### src/sv/swps_pkg.sv
package swps_pkg;

  // Data word width shared by all fields.
  localparam int WORD_W = 32;

  // Window size register.
  localparam int CFG_W = 5;
  localparam logic [CFG_W-1:0] WINDOW_SIZE_RESET = 5'd10;
  localparam int MIN_SIZE = 2;

  // Divider steps, one quotient bit each.
  localparam int DIV_STEPS = 32;
  localparam int DIV_CNT_W = $clog2(DIV_STEPS);

  localparam logic [WORD_W-1:0] S32_TOP_VAL    = 32'h7FFF_FFFF;
  localparam logic [WORD_W-1:0] S32_BOTTOM_VAL = 32'h8000_0000;

  typedef struct packed {
    logic        [WORD_W-1:0] sample_time;
    logic signed [WORD_W-1:0] sample_magnitude;
    logic signed [WORD_W-1:0] original_magnitude;
  } in_word_t;

  typedef struct packed {
    logic        [WORD_W-1:0] peak_time;
    logic signed [WORD_W-1:0] peak_score;
    logic signed [WORD_W-1:0] peak_original_magnitude;
  } out_word_t;

  typedef enum logic [3:0] {
    ST_IDLE,
    ST_MID,
    ST_MCAP,
    ST_ADDR,
    ST_DIFF,
    ST_SUM,
    ST_TOTAL,
    ST_ABS,
    ST_DIV,
    ST_SIGN,
    ST_OUT
  } state_t;

endpackage

### src/sv/sliding_window_peak_score.sv
// A word that does not complete the window is absorbed in its acceptance cycle; one that
// completes a window of N entries starts a scoring pass whose result is then registered:
// address, difference and sum steps per neighbor, the last two on the shared adder, one
// address step for the middle entry, 32 divider steps, and middle fetch, total, absolute
// value, sign and load. The input stalls until the result is loaded, later if one still waits.
// Synchronous active-low reset clears sequencer, fill, head and output valid, sets size 10.
module sliding_window_peak_score #(
  parameter int WINDOW_MAX = 16
) (
  input  logic                           clk,
  input  logic                           rst_n,
  input  logic                           in_valid,
  output logic                           in_stall,
  input  swps_pkg::in_word_t             in_data,
  output logic                           out_valid,
  input  logic                           out_stall,
  output swps_pkg::out_word_t            out_data,
  input  logic                           cfg_write_en,
  input  logic [swps_pkg::CFG_W-1:0]     cfg_write_data
);

  import swps_pkg::*;

  // Index width for the window memories and size width that can hold WINDOW_MAX.
  localparam int IW = $clog2(WINDOW_MAX);
  localparam int SW = $clog2(WINDOW_MAX + 1);

  // The window is a circular buffer: logical entry 0 (the oldest) lives at head_r.
  // Dropping the oldest entry after a result is a head advance, not a copy.
  function automatic logic [IW-1:0] wrap_idx(input logic [IW-1:0] base,
                                              input logic [IW-1:0] ofs);
    logic [IW:0] s;
    s = {1'b0, base} + {1'b0, ofs};
    if (s >= (IW+1)'(WINDOW_MAX)) begin
      s = s - (IW+1)'(WINDOW_MAX);
    end
    return s[IW-1:0];
  endfunction

  state_t state_r, state_nxt;

  logic [CFG_W-1:0]   cfg_r, cfg_nxt;
  logic [IW-1:0]      fill_r, fill_nxt;
  logic [IW-1:0]      head_r, head_nxt;
  logic [IW-1:0]      idx_r, idx_nxt;
  logic [WORD_W-1:0]  mmag_r, mmag_nxt;
  logic [WORD_W-1:0]  acc_r, acc_nxt;
  logic [WORD_W-1:0]  left_r, left_nxt;
  logic [WORD_W-1:0]  diff_r, diff_nxt;
  logic [WORD_W-1:0]  quo_r, quo_nxt;
  logic               neg_r, neg_nxt;
  logic [IW-1:0]      rem_r, rem_nxt;
  logic [DIV_CNT_W-1:0] cnt_r, cnt_nxt;
  logic [WORD_W-1:0]  pk_time_r, pk_time_nxt;
  logic [WORD_W-1:0]  pk_orig_r, pk_orig_nxt;
  logic               out_valid_r, out_valid_nxt;
  out_word_t          out_data_r, out_data_nxt;

  // Sample memories, one write and one registered read per cycle each.
  logic [WORD_W-1:0] time_mem [WINDOW_MAX];
  logic [WORD_W-1:0] mag_mem  [WINDOW_MAX];
  logic [WORD_W-1:0] orig_mem [WINDOW_MAX];
  logic [WORD_W-1:0] time_rd_r, mag_rd_r, orig_rd_r;

  logic          in_accept;
  logic          out_take;
  logic          completes;
  logic [SW-1:0] size;
  logic [IW-1:0] mid;
  logic [IW-1:0] last;
  logic [IW-1:0] wr_addr;
  logic [IW-1:0] rd_log;
  logic [IW-1:0] rd_addr;

  // Shared adder: the neighbor differences, saturating sums and negations run through it.
  logic [WORD_W-1:0] alu_a, alu_b;
  logic              alu_cin;
  logic [WORD_W:0]   alu_sum;
  logic [WORD_W-1:0] alu_wrap, alu_sat;

  // One restoring divider step.
  logic [IW:0] div_shift, div_diff;
  logic        div_ge;

  // The register value is clamped into the supported window range.
  always_comb begin
    if (cfg_r < CFG_W'(MIN_SIZE)) begin
      size = SW'(MIN_SIZE);
    end else if (32'(cfg_r) > WINDOW_MAX) begin
      size = SW'(WINDOW_MAX);
    end else begin
      size = SW'(cfg_r);
    end
  end

  assign mid  = IW'(size >> 1);
  assign last = IW'(size - SW'(1));

  assign in_accept = in_valid && (state_r == ST_IDLE);
  assign in_stall  = (state_r != ST_IDLE);
  assign out_take  = out_valid_r && !out_stall;
  assign completes = ((SW'(fill_r) + SW'(1)) == size);

  assign wr_addr = wrap_idx(head_r, fill_r);
  assign rd_log  = (state_r == ST_MID) ? mid : idx_r;
  assign rd_addr = wrap_idx(head_r, rd_log);

  assign alu_sum  = {alu_a[WORD_W-1], alu_a} + {alu_b[WORD_W-1], alu_b}
                  + {{WORD_W{1'b0}}, alu_cin};
  assign alu_wrap = alu_sum[WORD_W-1:0];
  // Overflow shows as the two top bits of the exact sum disagreeing.
  assign alu_sat  = (alu_sum[WORD_W] != alu_sum[WORD_W-1]) ?
                    (alu_sum[WORD_W] ? S32_BOTTOM_VAL : S32_TOP_VAL) : alu_sum[WORD_W-1:0];

  // The divisor is window_size - 1, which is also the last logical index.
  assign div_shift = {rem_r, quo_r[WORD_W-1]};
  assign div_ge    = (div_shift >= {1'b0, last});
  assign div_diff  = div_shift - {1'b0, last};

  always_ff @(posedge clk) begin
    if (in_accept) begin
      time_mem[wr_addr] <= in_data.sample_time;
      mag_mem[wr_addr]  <= in_data.sample_magnitude;
      orig_mem[wr_addr] <= in_data.original_magnitude;
    end
    time_rd_r <= time_mem[rd_addr];
    mag_rd_r  <= mag_mem[rd_addr];
    orig_rd_r <= orig_mem[rd_addr];
  end

  // Sequencer next state.
  always_comb begin
    state_nxt = state_r;
    case (state_r)
      ST_IDLE: begin
        if (in_accept && completes) begin
          state_nxt = ST_MID;
        end
      end
      ST_MID:  state_nxt = ST_MCAP;
      ST_MCAP: state_nxt = ST_ADDR;
      ST_ADDR: begin
        if (idx_r == mid) begin
          state_nxt = (idx_r == last) ? ST_TOTAL : ST_ADDR;
        end else begin
          state_nxt = ST_DIFF;
        end
      end
      ST_DIFF: state_nxt = ST_SUM;
      ST_SUM: begin
        state_nxt = (idx_r == last) ? ST_TOTAL : ST_ADDR;
      end
      ST_TOTAL: state_nxt = ST_ABS;
      ST_ABS:   state_nxt = ST_DIV;
      ST_DIV: begin
        if (cnt_r == DIV_CNT_W'(DIV_STEPS - 1)) begin
          state_nxt = ST_SIGN;
        end
      end
      ST_SIGN: state_nxt = ST_OUT;
      ST_OUT: begin
        if (!out_valid_r || out_take) begin
          state_nxt = ST_IDLE;
        end
      end
      default: state_nxt = ST_IDLE;
    endcase
  end

  // Datapath control and register updates per state.
  always_comb begin
    cfg_nxt       = cfg_r;
    fill_nxt      = fill_r;
    head_nxt      = head_r;
    idx_nxt       = idx_r;
    mmag_nxt      = mmag_r;
    acc_nxt       = acc_r;
    left_nxt      = left_r;
    diff_nxt      = diff_r;
    quo_nxt       = quo_r;
    neg_nxt       = neg_r;
    rem_nxt       = rem_r;
    cnt_nxt       = cnt_r;
    pk_time_nxt   = pk_time_r;
    pk_orig_nxt   = pk_orig_r;
    out_data_nxt  = out_data_r;
    out_valid_nxt = out_valid_r && !out_take;
    alu_a         = acc_r;
    alu_b         = diff_r;
    alu_cin       = 1'b0;

    case (state_r)
      ST_IDLE: begin
        // A completing word leaves the count unchanged: the oldest entry goes
        // out when the result is delivered.
        if (in_accept && !completes) begin
          fill_nxt = fill_r + IW'(1);
        end
      end
      ST_MID: begin
      end
      ST_MCAP: begin
        mmag_nxt    = mag_rd_r;
        pk_time_nxt = time_rd_r;
        pk_orig_nxt = orig_rd_r;
        idx_nxt     = '0;
        acc_nxt     = '0;
        left_nxt    = '0;
      end
      ST_ADDR: begin
        // At the middle entry the left sum is parked and the right sum starts.
        if (idx_r == mid) begin
          left_nxt = acc_r;
          acc_nxt  = '0;
          if (idx_r != last) begin
            idx_nxt = idx_r + IW'(1);
          end
        end
      end
      ST_DIFF: begin
        alu_a    = mmag_r;
        alu_b    = ~mag_rd_r;
        alu_cin  = 1'b1;
        diff_nxt = alu_wrap;
      end
      ST_SUM: begin
        acc_nxt = alu_sat;
        if (idx_r != last) begin
          idx_nxt = idx_r + IW'(1);
        end
      end
      ST_TOTAL: begin
        alu_a   = left_r;
        alu_b   = acc_r;
        acc_nxt = alu_sat;
      end
      ST_ABS: begin
        alu_a   = '0;
        alu_b   = ~acc_r;
        alu_cin = 1'b1;
        neg_nxt = acc_r[WORD_W-1];
        quo_nxt = acc_r[WORD_W-1] ? alu_wrap : acc_r;
        rem_nxt = '0;
        cnt_nxt = '0;
      end
      ST_DIV: begin
        rem_nxt = div_ge ? div_diff[IW-1:0] : div_shift[IW-1:0];
        quo_nxt = {quo_r[WORD_W-2:0], div_ge};
        cnt_nxt = cnt_r + DIV_CNT_W'(1);
      end
      ST_SIGN: begin
        alu_a   = '0;
        alu_b   = ~quo_r;
        alu_cin = 1'b1;
        acc_nxt = neg_r ? alu_wrap : quo_r;
      end
      ST_OUT: begin
        if (!out_valid_r || out_take) begin
          out_valid_nxt                        = 1'b1;
          out_data_nxt.peak_time               = pk_time_r;
          out_data_nxt.peak_score              = acc_r;
          out_data_nxt.peak_original_magnitude = pk_orig_r;
          head_nxt                             = wrap_idx(head_r, IW'(1));
        end
      end
      default: begin
      end
    endcase

    // A new window size restarts filling from empty.
    if (cfg_write_en) begin
      cfg_nxt  = cfg_write_data;
      fill_nxt = '0;
    end
  end

  always_ff @(posedge clk) begin
    if (!rst_n) begin
      state_r     <= ST_IDLE;
      cfg_r       <= WINDOW_SIZE_RESET;
      fill_r      <= '0;
      head_r      <= '0;
      out_valid_r <= 1'b0;
    end else begin
      state_r     <= state_nxt;
      cfg_r       <= cfg_nxt;
      fill_r      <= fill_nxt;
      head_r      <= head_nxt;
      out_valid_r <= out_valid_nxt;
    end
  end

  always_ff @(posedge clk) begin
    idx_r      <= idx_nxt;
    mmag_r     <= mmag_nxt;
    acc_r      <= acc_nxt;
    left_r     <= left_nxt;
    diff_r     <= diff_nxt;
    quo_r      <= quo_nxt;
    neg_r      <= neg_nxt;
    rem_r      <= rem_nxt;
    cnt_r      <= cnt_nxt;
    pk_time_r  <= pk_time_nxt;
    pk_orig_r  <= pk_orig_nxt;
    out_data_r <= out_data_nxt;
  end

  assign out_valid = out_valid_r;
  assign out_data  = out_data_r;

  // While idle the fill count is always short of a full window.
  a_fill_below_size: assert property (@(posedge clk) disable iff (!rst_n)
    (state_r == ST_IDLE) |-> (SW'(fill_r) < size))
    else $error("fill count reached window size while idle");

  // A new result appears only as the sequencer leaves its delivery state.
  a_result_from_out: assert property (@(posedge clk) disable iff (!rst_n)
    $rose(out_valid_r) |-> $past(state_r == ST_OUT))
    else $error("result raised outside delivery state");

  // The neighbor walk never runs past the last window entry.
  a_idx_in_window: assert property (@(posedge clk) disable iff (!rst_n)
    (state_r == ST_ADDR || state_r == ST_DIFF || state_r == ST_SUM) |-> (idx_r <= last))
    else $error("window index beyond last entry");

endmodule

### config.mk
export PLATFORM = sky130hd
export DESIGN_NAME = sliding_window_peak_score
export DESIGN_NICKNAME = d
export VERILOG_FILES = /design/src/sv/swps_pkg.sv /design/src/sv/sliding_window_peak_score.sv
export SDC_FILE = /design/constraint.sdc
export NUM_CORES = 2
export LEC_CHECK = 0
export BUFFER_PORTS_ARGS = -buffer_cell sky130_fd_sc_hd__buf_2
export CELL_PAD_IN_SITES_DETAIL_PLACEMENT = 1
export CELL_PAD_IN_SITES_GLOBAL_PLACEMENT = 2
export CORE_MARGIN = 5
export CORE_UTILIZATION = 30
export DETAILED_ROUTE_END_ITERATION = 6
export PLACE_DENSITY_LB_ADDON = 0.1
export SLEW_MARGIN = 0
export SYNTH_ARGS = -nofsm -noshare
export SYNTH_HDL_FRONTEND = slang
export SYNTH_SLANG_ARGS = --single-unit
### constraint.sdc
create_clock -name clk -period 20.9 [get_ports clk]
set_clock_uncertainty 0.1 [all_clocks]
set_input_delay 2.09 -clock clk [delete_from_list [all_inputs] [get_ports clk]]
set_output_delay 2.09 -clock clk [all_outputs]
set_load 0.01 [all_outputs]
---- Yosys cells after proc, flatten, opt, wreduce, memory -nomap -nowiden ----
Memory sizes are Yosys's and may differ from the RTL's. A register that Yosys moved wholly into a read port is not among the register bits.
Cells that the tools add are included.
cells by class
  $add $sub $neg .......................... 14
  multiply operators ...................... 0
  divide/modulo/power cells ............... 0
  $lt $le $gt $ge ......................... 6
  equality and inequality tests ........... 20
  shift-type cells ........................ 0
  multiplexer cells ....................... 34
  bitwise logic cells ..................... 4
  reduce and logical (&&, ||, !) cells .... 26
operators with widths
  kind                                                      number
  one-hot mux 32 bit (4 select lines)                       2
  two-way mux 32 bit                                        6
  one-hot mux 32 bit (2 select lines)                       2
  inverter 32 bit                                           3
  one-hot mux 32 bit (3 select lines)                       1
  one-hot mux 4 bit (11 select lines)                       1
  two-way mux 4 bit                                         10
  adder 32 x 32 -> 33 bit                                   1
  adder 33 x 1 -> 33 bit                                    1
  == test 4 x 3 -> 1 bit, second input constant             4
  subtractor 4 x 1 -> 4 bit, second input constant          4
  greater-or-equal comparator 5 bit, second input constant  3
  == test 4 bit, second input constant                      3
  one-hot mux 4 bit (3 select lines)                        1
  adder 4 x 1 -> 5 bit, second input constant               2
  adder 4 x 4 -> 5 bit                                      2
  two-way mux 5 bit                                         2
  one-hot mux 5 bit (2 select lines)                        1
  AND reduction 2 bit                                       5
  adder 4 x 1 -> 4 bit, second input constant               2
  == test 4 x 2 -> 1 bit, second input constant             2
  == test 4 bit                                             2
  one-hot mux 4 bit (2 select lines)                        1
  nonzero test 4 bit                                        2
  24 further kinds                                          41
storage, ports and cells
  register bits ........................... 352
  latch bits .............................. 0
  bits in writable memories ............... 1536
  ROM bits ................................ 0
  output and inout bits ................... 98
  memories kept ........................... 3
memory list
  name      depth  width  rd ports  clocked after memory_dff  write ports  line                             RTL
  mag_mem   16     32     1         1                         1            sliding_window_peak_score.sv:61  logic [WORD_W-1:0] mag_mem [WINDOW_MAX];
  orig_mem  16     32     1         1                         1            sliding_window_peak_score.sv:62  logic [WORD_W-1:0] orig_mem [WINDOW_MAX];
  time_mem  16     32     1         1                         1            sliding_window_peak_score.sv:60  logic [WORD_W-1:0] time_mem [WINDOW_MAX];

---- Longest topological paths before layout ----
  depth after elaboration ................. 8
  mapped depth ............................ 24
  mapped depth without buffers ............ 21

---- Worst setup path after synthesis ----
OpenSTA, ideal clock, no wires.
  path type ............................... register to register
  start ................................... reg state_r[1]
  end ..................................... reg mmag_r[0] (enable)
  library setup time ...................... 0.668 ns
  data arrival time ....................... 7.180 ns
  required time ........................... 20.132 ns
  path slack .............................. 12.951 ns
  cell stages (with the launch flop) ...... 4
  path buffers ............................ 1
  clock period less this slack ............ 7.949 ns
  cell sequence ........................... dfxtp_1 > clkbuf_1 > nand2_1 > nor3_1
on the way
  cells in the longest elaborated chain, start to end .. 1
ends and longest elaborated chain
  item                    line                              RTL
  from (decl)             sliding_window_peak_score.sv:40   state_t state_r, state_nxt;
  from (signal assigned)  sliding_window_peak_score.sv:285  state_r <= state_nxt;
  == test 4 x 2 -> 1 bit  sliding_window_peak_score.sv:192  case (state_r)
  to (signal assigned)    sliding_window_peak_score.sv:295  mmag_r <= mmag_nxt;
  to (decl)               sliding_window_peak_score.sv:46   logic [WORD_W-1:0] mmag_r, mmag_nxt;
No other way between the ends.
A chain may end at the register's enable or synchronous reset.

---- Worst setup path in the final report ----
  start ................................... reg state_r[2]
  end ..................................... reg acc_r[25] (data pin)
on the way
  cells in the longest elaborated chain, start to end .. 8
  elaborated cells between the ends (all ways) .. 20
  classes of those cells .................. add/sub: 2; eq/ne: 8; mux: 7; reduce/logical: 3
ends and longest elaborated chain
  item                                                            line                                                                RTL
  == test 4 bit / == test 4 x 3 -> 1 bit (equally long branches)  sliding_window_peak_score.sv:192
  OR reduction 2 bit (no line)                                    -
  one-hot mux 32 bit (3 select lines)                             sliding_window_peak_score.sv:192
  adder 32 x 32 -> 33 bit                                         sliding_window_peak_score.sv:108                                    assign alu_sum = {alu_a[WORD_W-1], alu_a} + {alu_b[WORD_W-1], alu_b}
  adder 33 x 1 -> 33 bit                                          sliding_window_peak_score.sv:109                                    + {{WORD_W{1'b0}}, alu_cin};
  two-way mux 32 bit / != test 1 bit (equally long branches)      sliding_window_peak_score.sv:113, sliding_window_peak_score.sv:112
  two-way mux 32 bit                                              sliding_window_peak_score.sv:112                                    assign alu_sat = (alu_sum[WORD_W] != alu_sum[WORD_W-1]) ?
  one-hot mux 32 bit (4 select lines) *                           sliding_window_peak_score.sv:192
  via acc_nxt[25]                                                 sliding_window_peak_score.sv:47                                     logic [WORD_W-1:0] acc_r, acc_nxt;
  to (signal assigned)                                            sliding_window_peak_score.sv:296                                    acc_r <= acc_nxt;
  to (decl)                                                       sliding_window_peak_score.sv:47
Mark *: on every way through the listed nets, which the timed path passes. The rest lies on a longest branch.

==> reports/metrics.sh <==
ANTENNA_LEFT=0
VIAS=39600
RR_WORST_DEPTH=18
YS.WARNINGS.COUNT=0
POWER.DENSITY_CELL_AREA_nW_PER_UM2=113
FP.DIEW_UM=516
CTS_MAX_PATH_BUFFERS=3
START_UTIL=0.302
CTS-ROOT-BUF='sky130_fd_sc_hd__clkbuf_16'
SYNTH_SIMPLE_GATE_AREA_SHARE=0.0518
SYNTHESIS.NETS=4304
STD_CELL_ROWS=185
YS_SEQ_AREA_FRAC=0.761
POST-CTS-SETUP-BUFFER-COUNT=0
FIN_CRIT_SH=0.358
SYNTH_TOP_FAMILY_BY_AREA='multiplexers'
SYNTH.FF_LATCH_COUNT=1984
SETUP_REPAIR_AFTER_GLOBAL_ROUTING_MISSED_ITS_MARGIN='no'
WORSTMARGINPINSLEW_NS=1.10
R2R_END='acc_r[25]'
CPPEAKSTAGEDELAY_NS=0.98
TRITONCTS='done'
FIRST_PASS_ITERATION_COUNT_OF_THE_DETAILED_ROUTER=5
GLOBAL_ROUTE_USAGE_SUM=0.164
TOTAL_LEAKAGE_POWER_nW=29.1
WORST_EP_ARRIVAL_TIME_NS=7.93
HTREE_NUM_LEVELS=4
AREA_GROWTH_PCT=16.3
SYNTH_ASYNC_SR_FLOP_SHARE=0
CLK_TRANSITION_REPORTED_PATHS_NS=0.06
TIMING.MAX_CAP.VIOLATIONS=0
WORST_SETUP_PATH_START_KIND='register'
DETAIL_ROUTE.DRC_VIOLATIONS=0
TIMING.SETUP.TNS_NS=0
INTERNAL_POWER_mW=7.43
LAYOUT-DRIVE-GT1-SHARE=0.222
POWER_FRAC_SEQ=0.470
WORST_PATH_MAX_DELAY_CELL='sky130_fd_sc_hd__ha_2'
MUX_CELL_AREA_SHARE_AFTER_SYNTHESIS=0.120
POST_SYNTH_INST_COUNT=4144
POWER.IR.VDD_WORST_uV=96.2
COMB_POWER_SHARE=0.152
POST_SYNTH_INSTANCE_AREA_UM2=76800
POWER.SHARE.CLOCK=0.378
DP.FINAL_HPWL_UM=110000
COUNT_OF_UNIQUE_LIBRARY_CELLS_INSTANTIATED_BY_YOSYS=68
TIMING.HOLD.WORST.START='orig_rd_r[23]'
CTS.HOLD.BUFFERS_ADDED=0
SYNTH-COMPOUND-AREA-SHARE=0.0371
SYNTH_ENABLE_FLOP_CELLS=1870
LAYOUT.CELLS.MOST_COMMON='sky130_fd_sc_hd__edfxtp_1'
VIA_PER_INST=4.96
TIMING.CRITICAL_PATH.REQUIRED_NS=21.36
GLOBALPLACE.CONGESTION=0.747
TOTALWIRELENGTH_UM=221000
PLACED_CELL_AREA_UM2=82100
PORT_BUFS=203
SHARE_OF_TOTAL_POWER_CONSUMED_BY_NET_SWITCHING=0.263
HOLD_PATH_DEPTH=0
CTS_RESIZED=0
LAYOUT.NETS=4570
TIMING.CRITICAL_PATH.CELLS='nor2b_1 > nand2_1 > buf_4 > inv_2 > buf_4 > nor3_1 > fa_1 > fa_1 > nor2b_1 > o2111a_1 > o311ai_2 > a2111o_1 > nand4_1 > nand3_1 > ha_2 > a21oi_1 > a21oi_1 > o21ai_0'
DIE_H_UM=516
CTS.SINK_COUNT=1984
HOLDCRITPATHCLASS='register to register'
CRITPATHKIND='register to register'
ANTENNA_FOUND_INITIAL=51
FLOORPLAN.DIE_AREA_UM2=266000
DRTITER0DRC=2740
NUMBER_OF_FAILING_HOLD_ENDPOINTS_AT_THE_FINAL_STAGE=0
FINAL_AREA_UM2=89300
CORE_AREA_UM2=254000
CLK-INSERTION-DELAY-LATE_NS=0.85
GRT_PASS1_WL_UM=318000
MAXSLEWHEADROOM=0.264
FINAL-SETUP-VIOL-COUNT=0
RESULT_OF_THE_RUN='completed'
MAX_FREQ_MHz=134
CRIT_FANOUT=50
WORSTREG2REGSTART='state_r[2]'
NUMBER_OF_BUFFERS_ADDED_BY_THE_CLOCK_TREE_SYNTHESIS_STEP=220
CRITICAL_PATH.ENDPOINT_TYPE='register'
GRT_PASS1_VIAS=42700
PIN_COUNT=204
POST_SYNTH.CELL_AREA_AVG_UM2=18.5
TOTAL_SWITCHING_POWER_mW=2.66
GRT_START_MAX_NET_PINS=116
YOSYS.AREA_SHARE.ADDER=0.00929
ROUTEDWLPERCELL_UM=27.7
FINALMAXSLEWVIOLATIONS=0
WORST_HOLD_PATH.ENDPOINT='pk_orig_r[23]'
TIMING.REG2REG.SETUP_SLACK_NS=13.43
SYNTHFLOPTYPE='sky130_fd_sc_hd__edfxtp_1'
XOR_AND_XNOR_FRACTION_OF_THE_MAPPED_NETLIST_AREA=0.00662
GRT-OVFL-TOTAL=0
LAYOUT.CELLS.MOST_COMMON_LIST='sky130_fd_sc_hd__edfxtp_1, sky130_fd_sc_hd__nand2_1, sky130_fd_sc_hd__mux4_2'
FINAL.MIN_CLOCK_PERIOD_NS=7.47
through the flow:
stage	instances	util	total power [mW]	hold slack, ns	worst slack [ns]
4_1_cts	7968	0.351	10.3	0.303	13.33
3_5_place_dp	7554	0.323	6.43	0.290	13.39
5_1_grt	7969	0.351	10.6	0.310	12.86
2_1_floorplan	4144	-	5.81	0.286	12.95
6_report	7975	0.351	10.1	0.301	13.43
3_3_place_gp	7554	0.323	6.43	0.287	13.58
per-layer routing:
| metal | routed length, µm | global-route usage | up-vias |
|---|---|---|---|
| met3 | 8130 | 0.0279 | 344 |
| met2 | 106000 | 0.271 | 686 |
| met5 | 149 | 0 | - |
| met1 | 102000 | 0.229 | 21400 |
| li1 | - | - | 17100 |
| met4 | 4520 | 0.0355 | 24 |
kinds of logic after synthesis:
family / count (synthesis)
buf+inv: 286
fa+ha+maj: 54
flops: 1984
mux: 438
compound gates: 419
xor+xnor: 58
simple gates: 905
power groups by stage:
| stage | clock network [mW] | logic [mW] | registers, mW |
|---|---|---|---|
| finish | 3.82 | 1.53 | 4.74 |
| CTS | 3.95 | 1.60 | 4.75 |
| global route | 4.13 | 1.69 | 4.76 |
| global placement | 0 | 1.59 | 4.83 |
| detailed placement | 0 | 1.59 | 4.83 |
| floorplan | 0 | 1.06 | 4.75 |
registers in the layout (all words and copies together) (netlist names):
register   count
head_r         4
state_r        4
cnt_r          5
diff_r        32
orig_rd_r     32
cfg_r          5
time_mem     512
left_r        32
pk_orig_r     32
rem_r          4
out_data      96
fill_r         4
time_rd_r     32
mag_rd_r      32
mmag_r        32
idx_r          4
quo_r         32
pk_time_r     32
acc_r         32
neg_r          1
orig_mem     512
mag_mem      512
out_valid      1
area by class of cell:
type	instances	area [µm²]
Antenna cell	7	17.5
Clock buffer	310	6130
Clock inverter	104	1010
Fill cell	25100	165000
Inverter	59	221
Multi-Input combinational cell	1874	17500
Sequential cell	1984	58400
Tap cell	3366	4210
Timing Repair Buffer	271	1750
worst max path at each step:
stage,startpoint,endpoint,slack [ns],cells past startpoint
floorplan,state_r[1],mmag_r[0],12.95,3
CTS,state_r[2],acc_r[25],13.33,18
global placement,state_r[3],acc_r[30],13.58,20
detailed placement,state_r[2],acc_r[25],13.39,18
global route,state_r[2],acc_r[25],12.86,18
finish,state_r[2],acc_r[25],13.43,18
worst max-delay path, delay by kind of cell, from the launching register on:
| kind | cells | cell delay [ns] |
|---|---|---|
| buf+inv | 3 | 1.23 |
| flops | 1 | 0.59 |
| fa+ha+maj | 3 | 2.01 |
| simple gates | 6 | 1.27 |
| compound gates | 6 | 1.98 |
cell usage after synthesis (3+ instances only):
master,instances,area [µm²]
sky130_fd_sc_hd__a21oi_1,58,290
sky130_fd_sc_hd__clkbuf_1,175,657
sky130_fd_sc_hd__nand2_1,465,1750
sky130_fd_sc_hd__nand2b_1,9,56.3
sky130_fd_sc_hd__nor3b_1,3,22.5
sky130_fd_sc_hd__a222oi_1,32,320
sky130_fd_sc_hd__o32ai_1,3,26.3
sky130_fd_sc_hd__a211oi_1,5,37.5
sky130_fd_sc_hd__edfxtp_1,1870,56200
sky130_fd_sc_hd__o31ai_1,3,22.5
sky130_fd_sc_hd__and3_1,109,682
sky130_fd_sc_hd__nor4_1,5,31.3
sky130_fd_sc_hd__nand4_1,8,50.1
sky130_fd_sc_hd__a31oi_1,104,651
sky130_fd_sc_hd__o21ai_0,64,320
sky130_fd_sc_hd__dfxtp_1,114,2280
sky130_fd_sc_hd__mux4_2,384,8650
sky130_fd_sc_hd__nor2_1,202,758
sky130_fd_sc_hd__inv_1,58,218
sky130_fd_sc_hd__o22ai_1,50,313
sky130_fd_sc_hd__nor2b_1,17,106
sky130_fd_sc_hd__a21boi_0,3,22.5
sky130_fd_sc_hd__mux2i_1,53,531
sky130_fd_sc_hd__nor3_1,18,90.1
sky130_fd_sc_hd__or3_1,10,62.6
sky130_fd_sc_hd__buf_2,26,130
sky130_fd_sc_hd__nand3_1,18,90.1
sky130_fd_sc_hd__and2_1,36,225
sky130_fd_sc_hd__xor2_1,22,193
sky130_fd_sc_hd__buf_1,24,90.1
sky130_fd_sc_hd__ha_1,49,613
sky130_fd_sc_hd__fa_1,5,100
sky130_fd_sc_hd__o311a_1,3,30.0
sky130_fd_sc_hd__o211ai_1,5,37.5
sky130_fd_sc_hd__o21bai_1,3,22.5
sky130_fd_sc_hd__a21o_1,17,128
sky130_fd_sc_hd__a31o_2,3,26.3
sky130_fd_sc_hd__a2111oi_0,31,272
sky130_fd_sc_hd__o21ai_1,3,15.0
sky130_fd_sc_hd__o21a_1,7,52.6
sky130_fd_sc_hd__xnor2_1,36,315
Power figures use the tool's default switching activity.
